==> src/rtl/dpt_pkg.sv <==
`timescale 1ns / 1ps
// shared types and codes for the dual pulse train generator
// no dependencies; every other file but dpt_out_if refers to this package by scoped names

package dpt_pkg;

    // default widths of the time and period count fields
    localparam int TIME_BITS_DEF  = 24;
    localparam int COUNT_BITS_DEF = 16;

    // item kind
    localparam logic MODE_TICK = 1'b0;
    localparam logic MODE_CMD  = 1'b1;

    // output selection codes
    localparam logic [1:0] SEL_FLOAT = 2'd0;
    localparam logic [1:0] SEL_NEG   = 2'd1;
    localparam logic [1:0] SEL_POS   = 2'd2;
    localparam logic [1:0] SEL_BOTH  = 2'd3;

    // command action codes
    localparam logic [1:0] ACT_FORCE_LOW  = 2'd0;
    localparam logic [1:0] ACT_FORCE_HIGH = 2'd1;
    localparam logic [1:0] ACT_CONT       = 2'd2;
    localparam logic [1:0] ACT_COUNTED    = 2'd3;

    // per-item control from the command decoder to one channel
    typedef struct packed {
        logic       tick;
        logic       stop;
        logic       load;
        logic [1:0] action;
    } chan_ctl_t;

    // status from one channel back to the pin logic and the result register
    typedef struct packed {
        logic level_wr;
        logic level;
        logic active_next;
    } chan_stat_t;

endpackage

==> src/rtl/dpt_in_if.sv <==
`timescale 1ns / 1ps
// input channel: tick and command items with valid/ready handshake
// depends on dpt_pkg for default field widths

interface dpt_in_if #(
    parameter int TIME_BITS  = dpt_pkg::TIME_BITS_DEF,
    parameter int COUNT_BITS = dpt_pkg::COUNT_BITS_DEF
);
    logic                  valid;
    logic                  ready;
    logic                  mode;
    logic [1:0]            out_select;
    logic [1:0]            action;
    logic [TIME_BITS-1:0]  high_ticks;
    logic [TIME_BITS-1:0]  low_ticks;
    logic [COUNT_BITS-1:0] pulse_count;

    modport source (
        output valid, mode, out_select, action, high_ticks, low_ticks, pulse_count,
        input  ready
    );

    modport sink (
        input  valid, mode, out_select, action, high_ticks, low_ticks, pulse_count,
        output ready
    );
endinterface

==> src/rtl/dpt_out_if.sv <==
`timescale 1ns / 1ps
// result channel: pin levels and running flags with valid/ready handshake
// no dependencies

interface dpt_out_if;
    logic valid;
    logic ready;
    logic pos_level;
    logic neg_level;
    logic pos_running;
    logic neg_running;

    modport source (
        output valid, pos_level, neg_level, pos_running, neg_running,
        input  ready
    );

    modport sink (
        input  valid, pos_level, neg_level, pos_running, neg_running,
        output ready
    );
endinterface

==> src/rtl/dpt_chan.sv <==
`timescale 1ns / 1ps
// one pulse train channel: phase counter, period compare and counted stop
// depends on dpt_pkg for the control and status structs and action codes

module dpt_chan #(
    parameter int TIME_BITS  = dpt_pkg::TIME_BITS_DEF,
    parameter int COUNT_BITS = dpt_pkg::COUNT_BITS_DEF
) (
    input  logic                   clk,
    input  logic                   rst_n,
    input  dpt_pkg::chan_ctl_t     ctl,
    input  logic [TIME_BITS-1:0]   high_ticks,
    input  logic [TIME_BITS-1:0]   low_ticks,
    input  logic [COUNT_BITS-1:0]  pulse_count,
    output dpt_pkg::chan_stat_t    stat
);

    localparam logic [1:0] RUN_IDLE    = 2'd0;
    localparam logic [1:0] RUN_CONT    = 2'd1;
    localparam logic [1:0] RUN_COUNTED = 2'd2;

    logic [TIME_BITS:0]    phase_reg,  phase_next;
    logic [TIME_BITS-1:0]  high_reg,   high_next;
    logic [TIME_BITS-1:0]  low_reg,    low_next;
    logic [COUNT_BITS-1:0] target_reg, target_next;
    logic [COUNT_BITS-1:0] done_reg,   done_next;
    logic [1:0]            run_reg,    run_next;

    logic [TIME_BITS:0]    period;
    logic [TIME_BITS:0]    phase_inc;
    logic                  wrap;
    logic [COUNT_BITS-1:0] done_tick;
    logic                  counted;

    // period arithmetic on the current state
    assign period    = {1'b0, high_reg} + {1'b0, low_reg};
    assign phase_inc = phase_reg + {{TIME_BITS{1'b0}}, 1'b1};
    assign wrap      = (phase_inc >= period);
    assign counted   = (run_reg == RUN_COUNTED);
    assign done_tick = (wrap && counted) ? done_reg + {{(COUNT_BITS-1){1'b0}}, 1'b1}
                                         : done_reg;

    // level for this tick, taken from the phase before it advances
    assign stat.level_wr    = (run_reg != RUN_IDLE) && (phase_reg < period);
    assign stat.level       = (phase_reg < {1'b0, high_reg});
    assign stat.active_next = (run_next != RUN_IDLE);

    // next state: stop, load or tick
    always_comb
    begin
        phase_next  = phase_reg;
        high_next   = high_reg;
        low_next    = low_reg;
        target_next = target_reg;
        done_next   = done_reg;
        run_next    = run_reg;
        if (ctl.stop)
        begin
            phase_next  = '0;
            high_next   = '0;
            low_next    = '0;
            target_next = '0;
            done_next   = '0;
            run_next    = RUN_IDLE;
        end
        else if (ctl.load)
        begin
            phase_next  = '0;
            done_next   = '0;
            high_next   = high_ticks;
            low_next    = low_ticks;
            target_next = pulse_count;
            run_next    = RUN_IDLE;
            if (high_ticks != '0)
            begin
                if (ctl.action == dpt_pkg::ACT_CONT && pulse_count == '0)
                begin
                    run_next = RUN_CONT;
                end
                else if (ctl.action == dpt_pkg::ACT_COUNTED && pulse_count != '0)
                begin
                    run_next = RUN_COUNTED;
                end
            end
        end
        else if (ctl.tick && run_reg != RUN_IDLE)
        begin
            phase_next = wrap ? '0 : phase_inc;
            done_next  = done_tick;
            if (counted && done_tick >= target_reg)
            begin
                phase_next  = '0;
                high_next   = '0;
                low_next    = '0;
                target_next = '0;
                done_next   = '0;
                run_next    = RUN_IDLE;
            end
        end
    end

    // channel state registers
    always_ff @(posedge clk or negedge rst_n)
    begin
        if (!rst_n)
        begin
            phase_reg  <= '0;
            high_reg   <= '0;
            low_reg    <= '0;
            target_reg <= '0;
            done_reg   <= '0;
            run_reg    <= RUN_IDLE;
        end
        else
        begin
            phase_reg  <= phase_next;
            high_reg   <= high_next;
            low_reg    <= low_next;
            target_reg <= target_next;
            done_reg   <= done_next;
            run_reg    <= run_next;
        end
    end

endmodule

==> src/rtl/dual_pulse_train_generator.sv <==
`timescale 1ns / 1ps
// dual pulse train generator top level: command decode, pin register, result register
// depends on dpt_pkg, dpt_in_if, dpt_out_if and dpt_chan
//
// usage:
//   item   - sink channel of tick items (mode 0) and command items (mode 1);
//            a tick ignores every field but mode
//   result - source channel, one transfer per item: both pin levels and the
//            running flags of both channels as they stand after that item
//   timing: the result of an item is valid in the cycle after its transfer
//   throughput: one item per cycle while item.ready is high; each item is one
//            pass through the phase add and period compare of each channel
//            between the channel registers and the result register
//   stall: the result register holds its transfer while result.ready is low;
//            item.ready is high whenever the result register is empty or is
//            being taken in the same cycle, so a taken result and a new item
//            pass in one cycle
//   reset: both channels idle with times and counts cleared, pins low, outputs
//            not joined, no result pending

module dual_pulse_train_generator #(
    parameter int TIME_BITS  = dpt_pkg::TIME_BITS_DEF,
    parameter int COUNT_BITS = dpt_pkg::COUNT_BITS_DEF
) (
    input  logic      clk,
    input  logic      rst_n,
    dpt_in_if.sink    item,
    dpt_out_if.source result
);

    logic                accept;
    logic                is_cmd;
    logic                is_force;
    logic                do_pos;
    logic                do_neg;
    logic                sel_float;

    dpt_pkg::chan_ctl_t  pos_ctl, neg_ctl;
    dpt_pkg::chan_stat_t pos_stat, neg_stat;

    logic       joined_reg, joined_next;
    logic [1:0] pin_reg,    pin_next;
    logic       out_valid_reg;
    logic       pos_level_reg, neg_level_reg, pos_running_reg, neg_running_reg;

    // handshake on the input side
    assign item.ready = !out_valid_reg || result.ready;
    assign accept     = item.valid && item.ready;

    // command decode
    assign is_cmd    = (item.mode == dpt_pkg::MODE_CMD);
    assign sel_float = (item.out_select == dpt_pkg::SEL_FLOAT);
    assign do_pos    = (item.out_select == dpt_pkg::SEL_BOTH)
                    || (item.out_select == dpt_pkg::SEL_POS);
    assign do_neg    = (item.out_select == dpt_pkg::SEL_BOTH)
                    || (item.out_select == dpt_pkg::SEL_NEG);
    assign is_force  = (item.action == dpt_pkg::ACT_FORCE_LOW)
                    || (item.action == dpt_pkg::ACT_FORCE_HIGH);

    // per-channel control
    always_comb
    begin
        pos_ctl.tick   = accept && !is_cmd;
        pos_ctl.stop   = accept && is_cmd && (sel_float || (is_force && do_pos));
        pos_ctl.load   = accept && is_cmd && !sel_float && !is_force && do_pos;
        pos_ctl.action = item.action;
        neg_ctl.tick   = accept && !is_cmd;
        neg_ctl.stop   = accept && is_cmd && (sel_float || (is_force && do_neg));
        neg_ctl.load   = accept && is_cmd && !sel_float && !is_force && do_neg;
        neg_ctl.action = item.action;
    end

    dpt_chan #(
        .TIME_BITS  (TIME_BITS),
        .COUNT_BITS (COUNT_BITS)
    ) u_pos_chan (
        .clk         (clk),
        .rst_n       (rst_n),
        .ctl         (pos_ctl),
        .high_ticks  (item.high_ticks),
        .low_ticks   (item.low_ticks),
        .pulse_count (item.pulse_count),
        .stat        (pos_stat)
    );

    dpt_chan #(
        .TIME_BITS  (TIME_BITS),
        .COUNT_BITS (COUNT_BITS)
    ) u_neg_chan (
        .clk         (clk),
        .rst_n       (rst_n),
        .ctl         (neg_ctl),
        .high_ticks  (item.high_ticks),
        .low_ticks   (item.low_ticks),
        .pulse_count (item.pulse_count),
        .stat        (neg_stat)
    );

    // pin levels and join flag
    always_comb
    begin
        pin_next    = pin_reg;
        joined_next = joined_reg;
        if (accept && is_cmd)
        begin
            if (sel_float)
            begin
                pin_next    = 2'b00;
                joined_next = 1'b0;
            end
            else if (is_force)
            begin
                if (do_pos)
                begin
                    pin_next[0] = item.action[0];
                end
                if (do_neg)
                begin
                    pin_next[1] = item.action[0];
                end
                joined_next = 1'b0;
            end
            else
            begin
                joined_next = (item.out_select == dpt_pkg::SEL_BOTH);
            end
        end
        else if (accept)
        begin
            if (pos_stat.level_wr)
            begin
                pin_next[0] = pos_stat.level;
                if (joined_reg)
                begin
                    pin_next[1] = pos_stat.level;
                end
            end
            if (neg_stat.level_wr && !joined_reg)
            begin
                pin_next[1] = neg_stat.level;
            end
        end
    end

    always_ff @(posedge clk or negedge rst_n)
    begin
        if (!rst_n)
        begin
            pin_reg    <= 2'b00;
            joined_reg <= 1'b0;
        end
        else
        begin
            pin_reg    <= pin_next;
            joined_reg <= joined_next;
        end
    end

    // result register
    always_ff @(posedge clk or negedge rst_n)
    begin
        if (!rst_n)
        begin
            out_valid_reg <= 1'b0;
        end
        else if (accept)
        begin
            out_valid_reg <= 1'b1;
        end
        else if (result.ready)
        begin
            out_valid_reg <= 1'b0;
        end
    end

    always_ff @(posedge clk)
    begin
        if (accept)
        begin
            pos_level_reg   <= pin_next[0];
            neg_level_reg   <= pin_next[1];
            pos_running_reg <= pos_stat.active_next;
            neg_running_reg <= neg_stat.active_next;
        end
    end

    assign result.valid       = out_valid_reg;
    assign result.pos_level   = pos_level_reg;
    assign result.neg_level   = neg_level_reg;
    assign result.pos_running = pos_running_reg;
    assign result.neg_running = neg_running_reg;

`ifndef SYNTH
    // a float command drops both pins
    assert property (@(posedge clk) disable iff (!rst_n)
        accept && is_cmd && sel_float |=> pin_reg == 2'b00)
        else $error("float command left a pin high");

    // every transfer in produces a pending result
    assert property (@(posedge clk) disable iff (!rst_n)
        accept |=> out_valid_reg)
        else $error("accepted item produced no result");

    // the reported levels match the pin register right after a transfer in
    assert property (@(posedge clk) disable iff (!rst_n)
        accept |=> (pos_level_reg == pin_reg[0]) && (neg_level_reg == pin_reg[1]))
        else $error("result levels differ from pin register");

    // a joined pair ticks both pins to the same level
    assert property (@(posedge clk) disable iff (!rst_n)
        accept && !is_cmd && joined_reg && pos_stat.level_wr |=> pin_reg[0] == pin_reg[1])
        else $error("joined pins diverged on a tick");
`endif

endmodule

==> src/flat_wrapper.sv <==
// flat-port wrapper written by rule: the top's interface ports become plain ports
module dual_pulse_train_generator_flat 
#(
    parameter int TIME_BITS  = dpt_pkg::TIME_BITS_DEF,
    parameter int COUNT_BITS = dpt_pkg::COUNT_BITS_DEF
)
  (clk, rst_n, item_valid, item_mode, item_out_select, item_action, item_high_ticks, item_low_ticks, item_pulse_count, item_ready, result_valid, result_pos_level, result_neg_level, result_pos_running, result_neg_running, result_ready);
  dpt_in_if #(.TIME_BITS(TIME_BITS), .COUNT_BITS(COUNT_BITS)) item_i ();
  dpt_out_if result_i ();
  input  logic clk;
  input  logic rst_n;
  input wire logic [$bits(item_i.valid)-1:0] item_valid;
  input wire logic [$bits(item_i.mode)-1:0] item_mode;
  input wire logic [$bits(item_i.out_select)-1:0] item_out_select;
  input wire logic [$bits(item_i.action)-1:0] item_action;
  input wire logic [$bits(item_i.high_ticks)-1:0] item_high_ticks;
  input wire logic [$bits(item_i.low_ticks)-1:0] item_low_ticks;
  input wire logic [$bits(item_i.pulse_count)-1:0] item_pulse_count;
  output wire logic [$bits(item_i.ready)-1:0] item_ready;
  output wire logic [$bits(result_i.valid)-1:0] result_valid;
  output wire logic [$bits(result_i.pos_level)-1:0] result_pos_level;
  output wire logic [$bits(result_i.neg_level)-1:0] result_neg_level;
  output wire logic [$bits(result_i.pos_running)-1:0] result_pos_running;
  output wire logic [$bits(result_i.neg_running)-1:0] result_neg_running;
  input wire logic [$bits(result_i.ready)-1:0] result_ready;
  assign item_i.valid = item_valid;
  assign item_i.mode = item_mode;
  assign item_i.out_select = item_out_select;
  assign item_i.action = item_action;
  assign item_i.high_ticks = item_high_ticks;
  assign item_i.low_ticks = item_low_ticks;
  assign item_i.pulse_count = item_pulse_count;
  assign item_ready = item_i.ready;
  assign result_valid = result_i.valid;
  assign result_pos_level = result_i.pos_level;
  assign result_neg_level = result_i.neg_level;
  assign result_pos_running = result_i.pos_running;
  assign result_neg_running = result_i.neg_running;
  assign result_i.ready = result_ready;
  dual_pulse_train_generator #(.TIME_BITS(TIME_BITS), .COUNT_BITS(COUNT_BITS)) u_core (.clk(clk), .rst_n(rst_n), .item(item_i), .result(result_i));
endmodule
==> config.mk <==
export PLATFORM = sky130hd
export DESIGN_NAME = dual_pulse_train_generator_flat
export DESIGN_NICKNAME = d
export VERILOG_FILES = /design/src/rtl/dpt_pkg.sv /design/src/rtl/dpt_in_if.sv /design/src/rtl/dpt_out_if.sv /design/src/rtl/dpt_chan.sv /design/src/rtl/dual_pulse_train_generator.sv /design/src/flat_wrapper.sv
export SDC_FILE = /design/constraint.sdc
export NUM_CORES = 1
export LEC_CHECK = 0
export BUFFER_PORTS_ARGS = -buffer_cell sky130_fd_sc_hd__buf_2
export CAP_MARGIN = 20
export CELL_PAD_IN_SITES_DETAIL_PLACEMENT = 0
export CELL_PAD_IN_SITES_GLOBAL_PLACEMENT = 1
export CORE_ASPECT_RATIO = 2
export CORE_MARGIN = 2
export CORE_UTILIZATION = 40
export CTS_BUF_LIST = sky130_fd_sc_hd__clkbuf_2
export DETAILED_ROUTE_END_ITERATION = 10
export PLACE_DENSITY = 0.78
export SYNTH_ARGS = -nofsm -noshare
export SYNTH_HDL_FRONTEND = slang
export SYNTH_HIERARCHICAL = 1
export SYNTH_SLANG_ARGS = --single-unit
export TNS_END_PERCENT = 30
==> constraint.sdc <==
create_clock -name clk -period 22.5 [get_ports clk]
set_clock_uncertainty 0.2 [all_clocks]
set_input_delay 2.25 -clock clk [delete_from_list [all_inputs] [get_ports clk]]
set_output_delay 2.25 -clock clk [all_outputs]
set_load 0.02 [all_outputs]
==> out/results.txt, run 1 <==
Final ANT Viol Nets - 0
Grt total ovfl - 0
CTS H-tree depth - 2
WS Path Type - reg -> reg
Commonest cells post-synth - 222 x ha_1, 218 x dfrtp_1, 142 x a22o_1
Syn_nets - 2054
Worst-path clk slew - 0.12 ns
I/O Buffers - 78
Worst-Margin Slew - 1.15 ns
Core area - 41100 sq um
HPWL after DPL - 36.3 mm
Syn-to-layout area delta - 8.79%
Worst slack at placement - 13.81 ns
Distinct cells, synth - 89
Area of placed instances - 17600 sq um
Synth top area cells - dfrtp_1 33%, ha_1 17%, a22o_1 7.5%
TritonCTS Buffers - 50
Mapped Avg Cell Area - 9.49 sq um
Post-synthesis sequential area ratio - 33.4%
Yosys reg bits - 222
Tcrit/Tclk final - 38.8%
Worst hold path class - reg -> reg
Syn Inst Count - 1757
Pwr Density - 60.1 nW/um^2
Die X - 148 microns
Hold_buf cts - 0
Leak - 0.00872 uW
Layout Cells excl Fill - 2405
Post-synth ARST share - 98.2%
Final min period - 8.72 ns
Max clock buf depth - 3
Die Ht - 293 microns
Full die area - 43400 sq um
Max Freq - 115 MHz
Gr usage total - 21.6%
Setup TNS - 0 ns
Yosys warns - 6
Vias per cell - 5.82
FP Rows - 105
Top-area cell type share of the netlist area - 32.7%
Slew margin rel. - 22.7%
Starting Density - 40.6%
CTS tree - built
Layout cell share with drive strength beyond 1 - 10.4%
Sink Count - 222
Post-synth top area cell - dfrtp_1
Max cap viols - 0
Fin nets - 2127
Final Max Tran Viols - 0
Synth Cell Area - 16700 sq um
Postcts setup bufs - 0
Critical path's most frequent cell - a21oi_1
Root Driver - clkbuf_2
Post-cts sizing count - 0
Peak supply drop - 24.3 uV
Final WL - 46.5 mm
Final Hold Viols - 0
Crit path capture type - flop
Vias post-DR - 14000
Top Ports - 79
First-pass GRT wire length - 75.2 mm
DR pass1 iterations - 5
Worst path arrival time - 9.34 ns
Placed insts - 2312
Drt drc - 0
Worst setup margin - 13.78 ns
Unrepaired setup endpoints after global routing - no
Vias in the first global route - 14500
Post-synth EDFFs - 4
Crit-path leading delay family - compound AO/OA/AOI/OAI gates
Outcome - completed
CP startpoint kind - flop
Critical path peak fanout - 17
Overall power - 1090 uW
Initial drt markers - 561
Most frequent cell after synthesis - ha_1
Finish-stage setup viols - 0
Final Instance Area - 18100 sq um
Antenna violations before repair - 3
Global placer's final weighted congestion - 0.964
Slowest CP cell - o41ai_1
Largest net degree at the start of global routing - 85
Post-synth top flop - dfrtp_1
Clk_lat worst skew - 0.92 ns
Worst path bufs/invs - 0
WP data required - 23.11 ns
Crit-path max cell delay - 0.53 ns
WL per Instance - 19.3 microns
[metal layers]
| layer | GRT usage, % | vias to the layer above | share of wire [%] |
|---|---|---|---|
| li1 | - | 6790 | - |
| met1 | 23.5 | 6771 | 39 |
| met2 | 39.2 | 292 | 52 |
| met3 | 2.06 | 150 | 2.3 |
| met4 | 14.3 | 2 | 7.2 |
| met5 | 0 | - | 0.034 |
[final cells by class]
| cell class | instances | area, sq um |
|---|---|---|
| Fill cell | 4028 | 23000 |
| Multi-Input combinational cell | 1357 | 10500 |
| Sequential cell | 222 | 5580 |
| Tap cell | 535 | 669 |
| Timing Repair Buffer | 90 | 510 |
| Inverter | 109 | 409 |
| Clock buffer | 61 | 305 |
| Clock inverter | 29 | 206 |
| Antenna cell | 2 | 5.00 |
[cells by family after synthesis]
kind of cell             count (synthesis)  share of synthesized area (%)
XOR/XNOR                               118                           6.37
AND/OR/NAND/NOR                        476                           14.9
flip-flops                             222                           33.4
AO/OA/AOI/OAI                          528                           23.6
adder cells (fa/ha/maj)                227                           17.1
multiplexers                             8                          0.488
buffers and inverters                  178                           4.13
[metrics by stage]
stage | utilization (%) | hold WS (ns)
2_1_floorplan | - | 0.273
3_3_place_gp | 42.8 | 0.289
3_5_place_dp | 42.8 | 0.294
4_1_cts | 44.0 | 0.321
5_1_grt | 44.1 | 0.333
6_report | 44.1 | 0.320
[cell usage in the layout (no fill, tap or decap), drive strengths merged, types with 31 or more instances in the layout]
cell	n
dfrtp	218
buf	90
ha	222
xnor2	55
nor2	74
a21o	49
a22o	142
xor2	62
o21ai	62
inv	109
nor3	31
clkbuf	61
nand3	70
a21oi	89
nand2	117
nor4	31
[final timing paths]
path	depth (start not counted)	from	to	slack (ns)
min in group asynchronous	1	rst_n	u_core/joined_reg$_DFFE_PN0N_	1.13
max in group asynchronous	2	rst_n	u_core/u_pos_chan/high_reg[23]$_DFFE_PN0P_	19.55
hold reg to reg	1	u_core/u_pos_chan/target_reg[9]$_DFFE_PN0P_	u_core/u_pos_chan/target_reg[9]$_DFFE_PN0P_	0.32
setup reg to reg	33	u_core/u_pos_chan/high_reg[1]$_DFFE_PN0P_	u_core/u_pos_chan/phase_reg[11]$_DFFE_PN0P_	13.78
hold / removal	1	u_core/u_pos_chan/target_reg[9]$_DFFE_PN0P_	u_core/u_pos_chan/target_reg[9]$_DFFE_PN0P_	0.32
setup / recovery	33	u_core/u_pos_chan/high_reg[1]$_DFFE_PN0P_	u_core/u_pos_chan/phase_reg[11]$_DFFE_PN0P_	13.78
[where the power goes]
group / switching [uW] / total (uW) / internal [uW]
sequential: 29.9 / 463 / 433
clock: 178 / 291 / 113
combinational: 198 / 337 / 139
total: 406 / 1090 / 685
Power figures use the tool's default switching activity.
==> inputs of run 2 (changes only) <==
==> constraint.sdc (replaced) <==
create_clock -name clk -period 8.2 [get_ports clk]
set_clock_uncertainty 0.2 [all_clocks]
set_input_delay 0.82 -clock clk [delete_from_list [all_inputs] [get_ports clk]]
set_output_delay 0.82 -clock clk [all_outputs]
set_load 0.02 [all_outputs]
==> out/results.txt, run 2 (synthesized netlist as in run 1, its figures left out) <==
Fin util - 46.6%
Slowest CP cell - or4b_1
CTS tree - built
Root Driver - clkbuf_2
HPWL after DPL - 35.5 mm
Busiest grt layer - met2
DR pass1 iterations - 5
Peak supply drop - 65.9 uV
Vias per cell - 5.76
M1 GR Usage - 23.7%
Sink Count - 222
Core area - 41100 sq um
Fin nets - 2223
Largest net degree at the start of global routing - 99
Worst-Margin Slew - 1.01 ns
WP data required - 8.85 ns
Met2 usage - 39.9%
Vias post-DR - 14400
Slew margin rel. - 32.3%
TritonCTS Buffers - 50
First-pass GRT wire length - 75.8 mm
Hold Crit Start - item_action[1]
Die Ht - 293 microns
Die X - 148 microns
Gr usage total - 21.6%
Fillcell total - 3901
Final WL - 46.7 mm
Crit-path max cell delay - 0.44 ns
Initial drt markers - 566
Area of placed instances - 17800 sq um
Overall power - 3010 uW
Max cap viols - 0
Worst path bufs/invs - 3
Leak - 0.00919 uW
Routing usage on met3 - 2.21%
Final Hold Viols - 0
Layout cell share with drive strength beyond 1 - 11.9%
Top Ports - 79
Worst path arrival time - 8.42 ns
Critical path peak fanout - 14
CP startpoint kind - flop
Tcrit/Tclk final - 94.7%
R2R Path Start - u_core/u_pos_chan/high_reg[1]$_DFFE_PN0P_
Full die area - 43400 sq um
Setup TNS - 0 ns
Outcome - completed
Vias in the first global route - 14800
Final Max Tran Viols - 0
I/O Buffers - 78
Finish-stage setup viols - 0
FP Rows - 105
Pwr Density - 157 nW/um^2
WL per Instance - 18.7 microns
CTS H-tree depth - 2
Fin Hold WS - 0.159 ns
Grt total ovfl - 0
Most frequent cells in the layout - 222 x ha_1, 218 x dfrtp_1, 142 x a22o_1
Most common cell after layout, fill and taps aside - ha_1
Max Freq - 129 MHz
Clk_lat worst skew - 0.93 ns
Drt drc - 0
Crit-path leading delay family - compound AO/OA/AOI/OAI gates
Starting Density - 40.6%
Syn-to-layout area delta - 14.9%
Final ANT Viol Nets - 0
Crit path capture type - flop
Antenna violations before repair - 3
Worst hold path class - in -> reg
Max clock buf depth - 3
Final min period - 7.77 ns
Worst-path clk slew - 0.12 ns
Global placer's final weighted congestion - 0.899
WS Path Type - reg -> reg
Final Instance Area - 19200 sq um
Worst setup path startpoint - u_core/u_pos_chan/high_reg[1]$_DFFE_PN0P_
## run 2: cell count changes in the layout (fill, tap and decap cells not counted), sizes merged
| cell | delta |
|---|---|
| dlygate4sd3 | +72 |
| buf | +23 |
| clkbuf | +2 |
| bufinv | -1 |
| clkinv | -1 |
| o21ai | +1 |
## run 2: where the power goes
part / leakage [uW] / switching [uW] / internal [uW]
Sequential: 0.00301 / 79.6 / 1190
Combinational: 0.00582 / 545 / 415
Clock: 0.000358 / 493 / 285
## run 2: per-stage QoR
stage,instances,setup slack [ns]
2_1_floorplan,1757,0.794
3_3_place_gp,2332,-0.180
3_5_place_dp,2332,-0.222
4_1_cts,2494,0.0153
5_1_grt,2501,-0.00931
6_report,2501,0.431
## run 2: final cells by class
class / instances / area, sq um / share of cell area, %
multi-input combinational: 1358 / 10500 / 55.0
timing repair buffer: 185 / 1480 / 7.72
clock inverter: 27 / 178 / 0.927
clock buffer: 63 / 315 / 1.65
antenna: 2 / 5.00 / 0.0261
tap: 535 / 669 / 3.49
inverter: 109 / 409 / 2.13
sequential: 222 / 5580 / 29.1
## run 2: final timing paths
| path | slack [ns] | cells after the start | end |
|---|---|---|---|
| min in group asynchronous | 0.36 | 2 | u_core/u_pos_chan/done_reg[9]$_DFFE_PN0P_ |
| worst max-delay path | 0.43 | 35 | u_core/u_pos_chan/done_reg[5]$_DFFE_PN0P_ |
| worst min register to register | 0.32 | 1 | u_core/u_pos_chan/target_reg[2]$_DFFE_PN0P_ |
| worst min-delay path | 0.16 | 3 | u_core/u_pos_chan/run_reg[1]$_DFF_PN0_ |
| max in group asynchronous | 6.08 | 3 | u_core/u_pos_chan/high_reg[16]$_DFFE_PN0P_ |
| worst max register to register | 0.43 | 35 | u_core/u_pos_chan/done_reg[5]$_DFFE_PN0P_ |
## run 2: worst reg2reg max path: cells and delay by family (launching register included)
kind | cells | cell delay [ns]
xor+xnor | 2 | 0.34
flops | 1 | 0.42
simple gates | 12 | 2.34
compound gates | 14 | 2.63
buf+inv | 3 | 0.52
fa+ha+maj | 4 | 1.29
## run 2: timing repair
item,CTS,global route
endpoints found under the hold margin,228,0
gates resized for setup,4,10
gates cloned,0,1
endpoints found under the setup margin,18,151
pin swaps,0,4
setup buffers,0,3
hold buffers,72,0
## run 2: layer usage
metal	share of wire, %	vias to the layer above	wire length [microns]
met1	39	6960	18000
li1	-	6995	-
met5	0.026	-	12
met3	2.9	134	1380
met2	52	323	24400
met4	6.2	2	2880
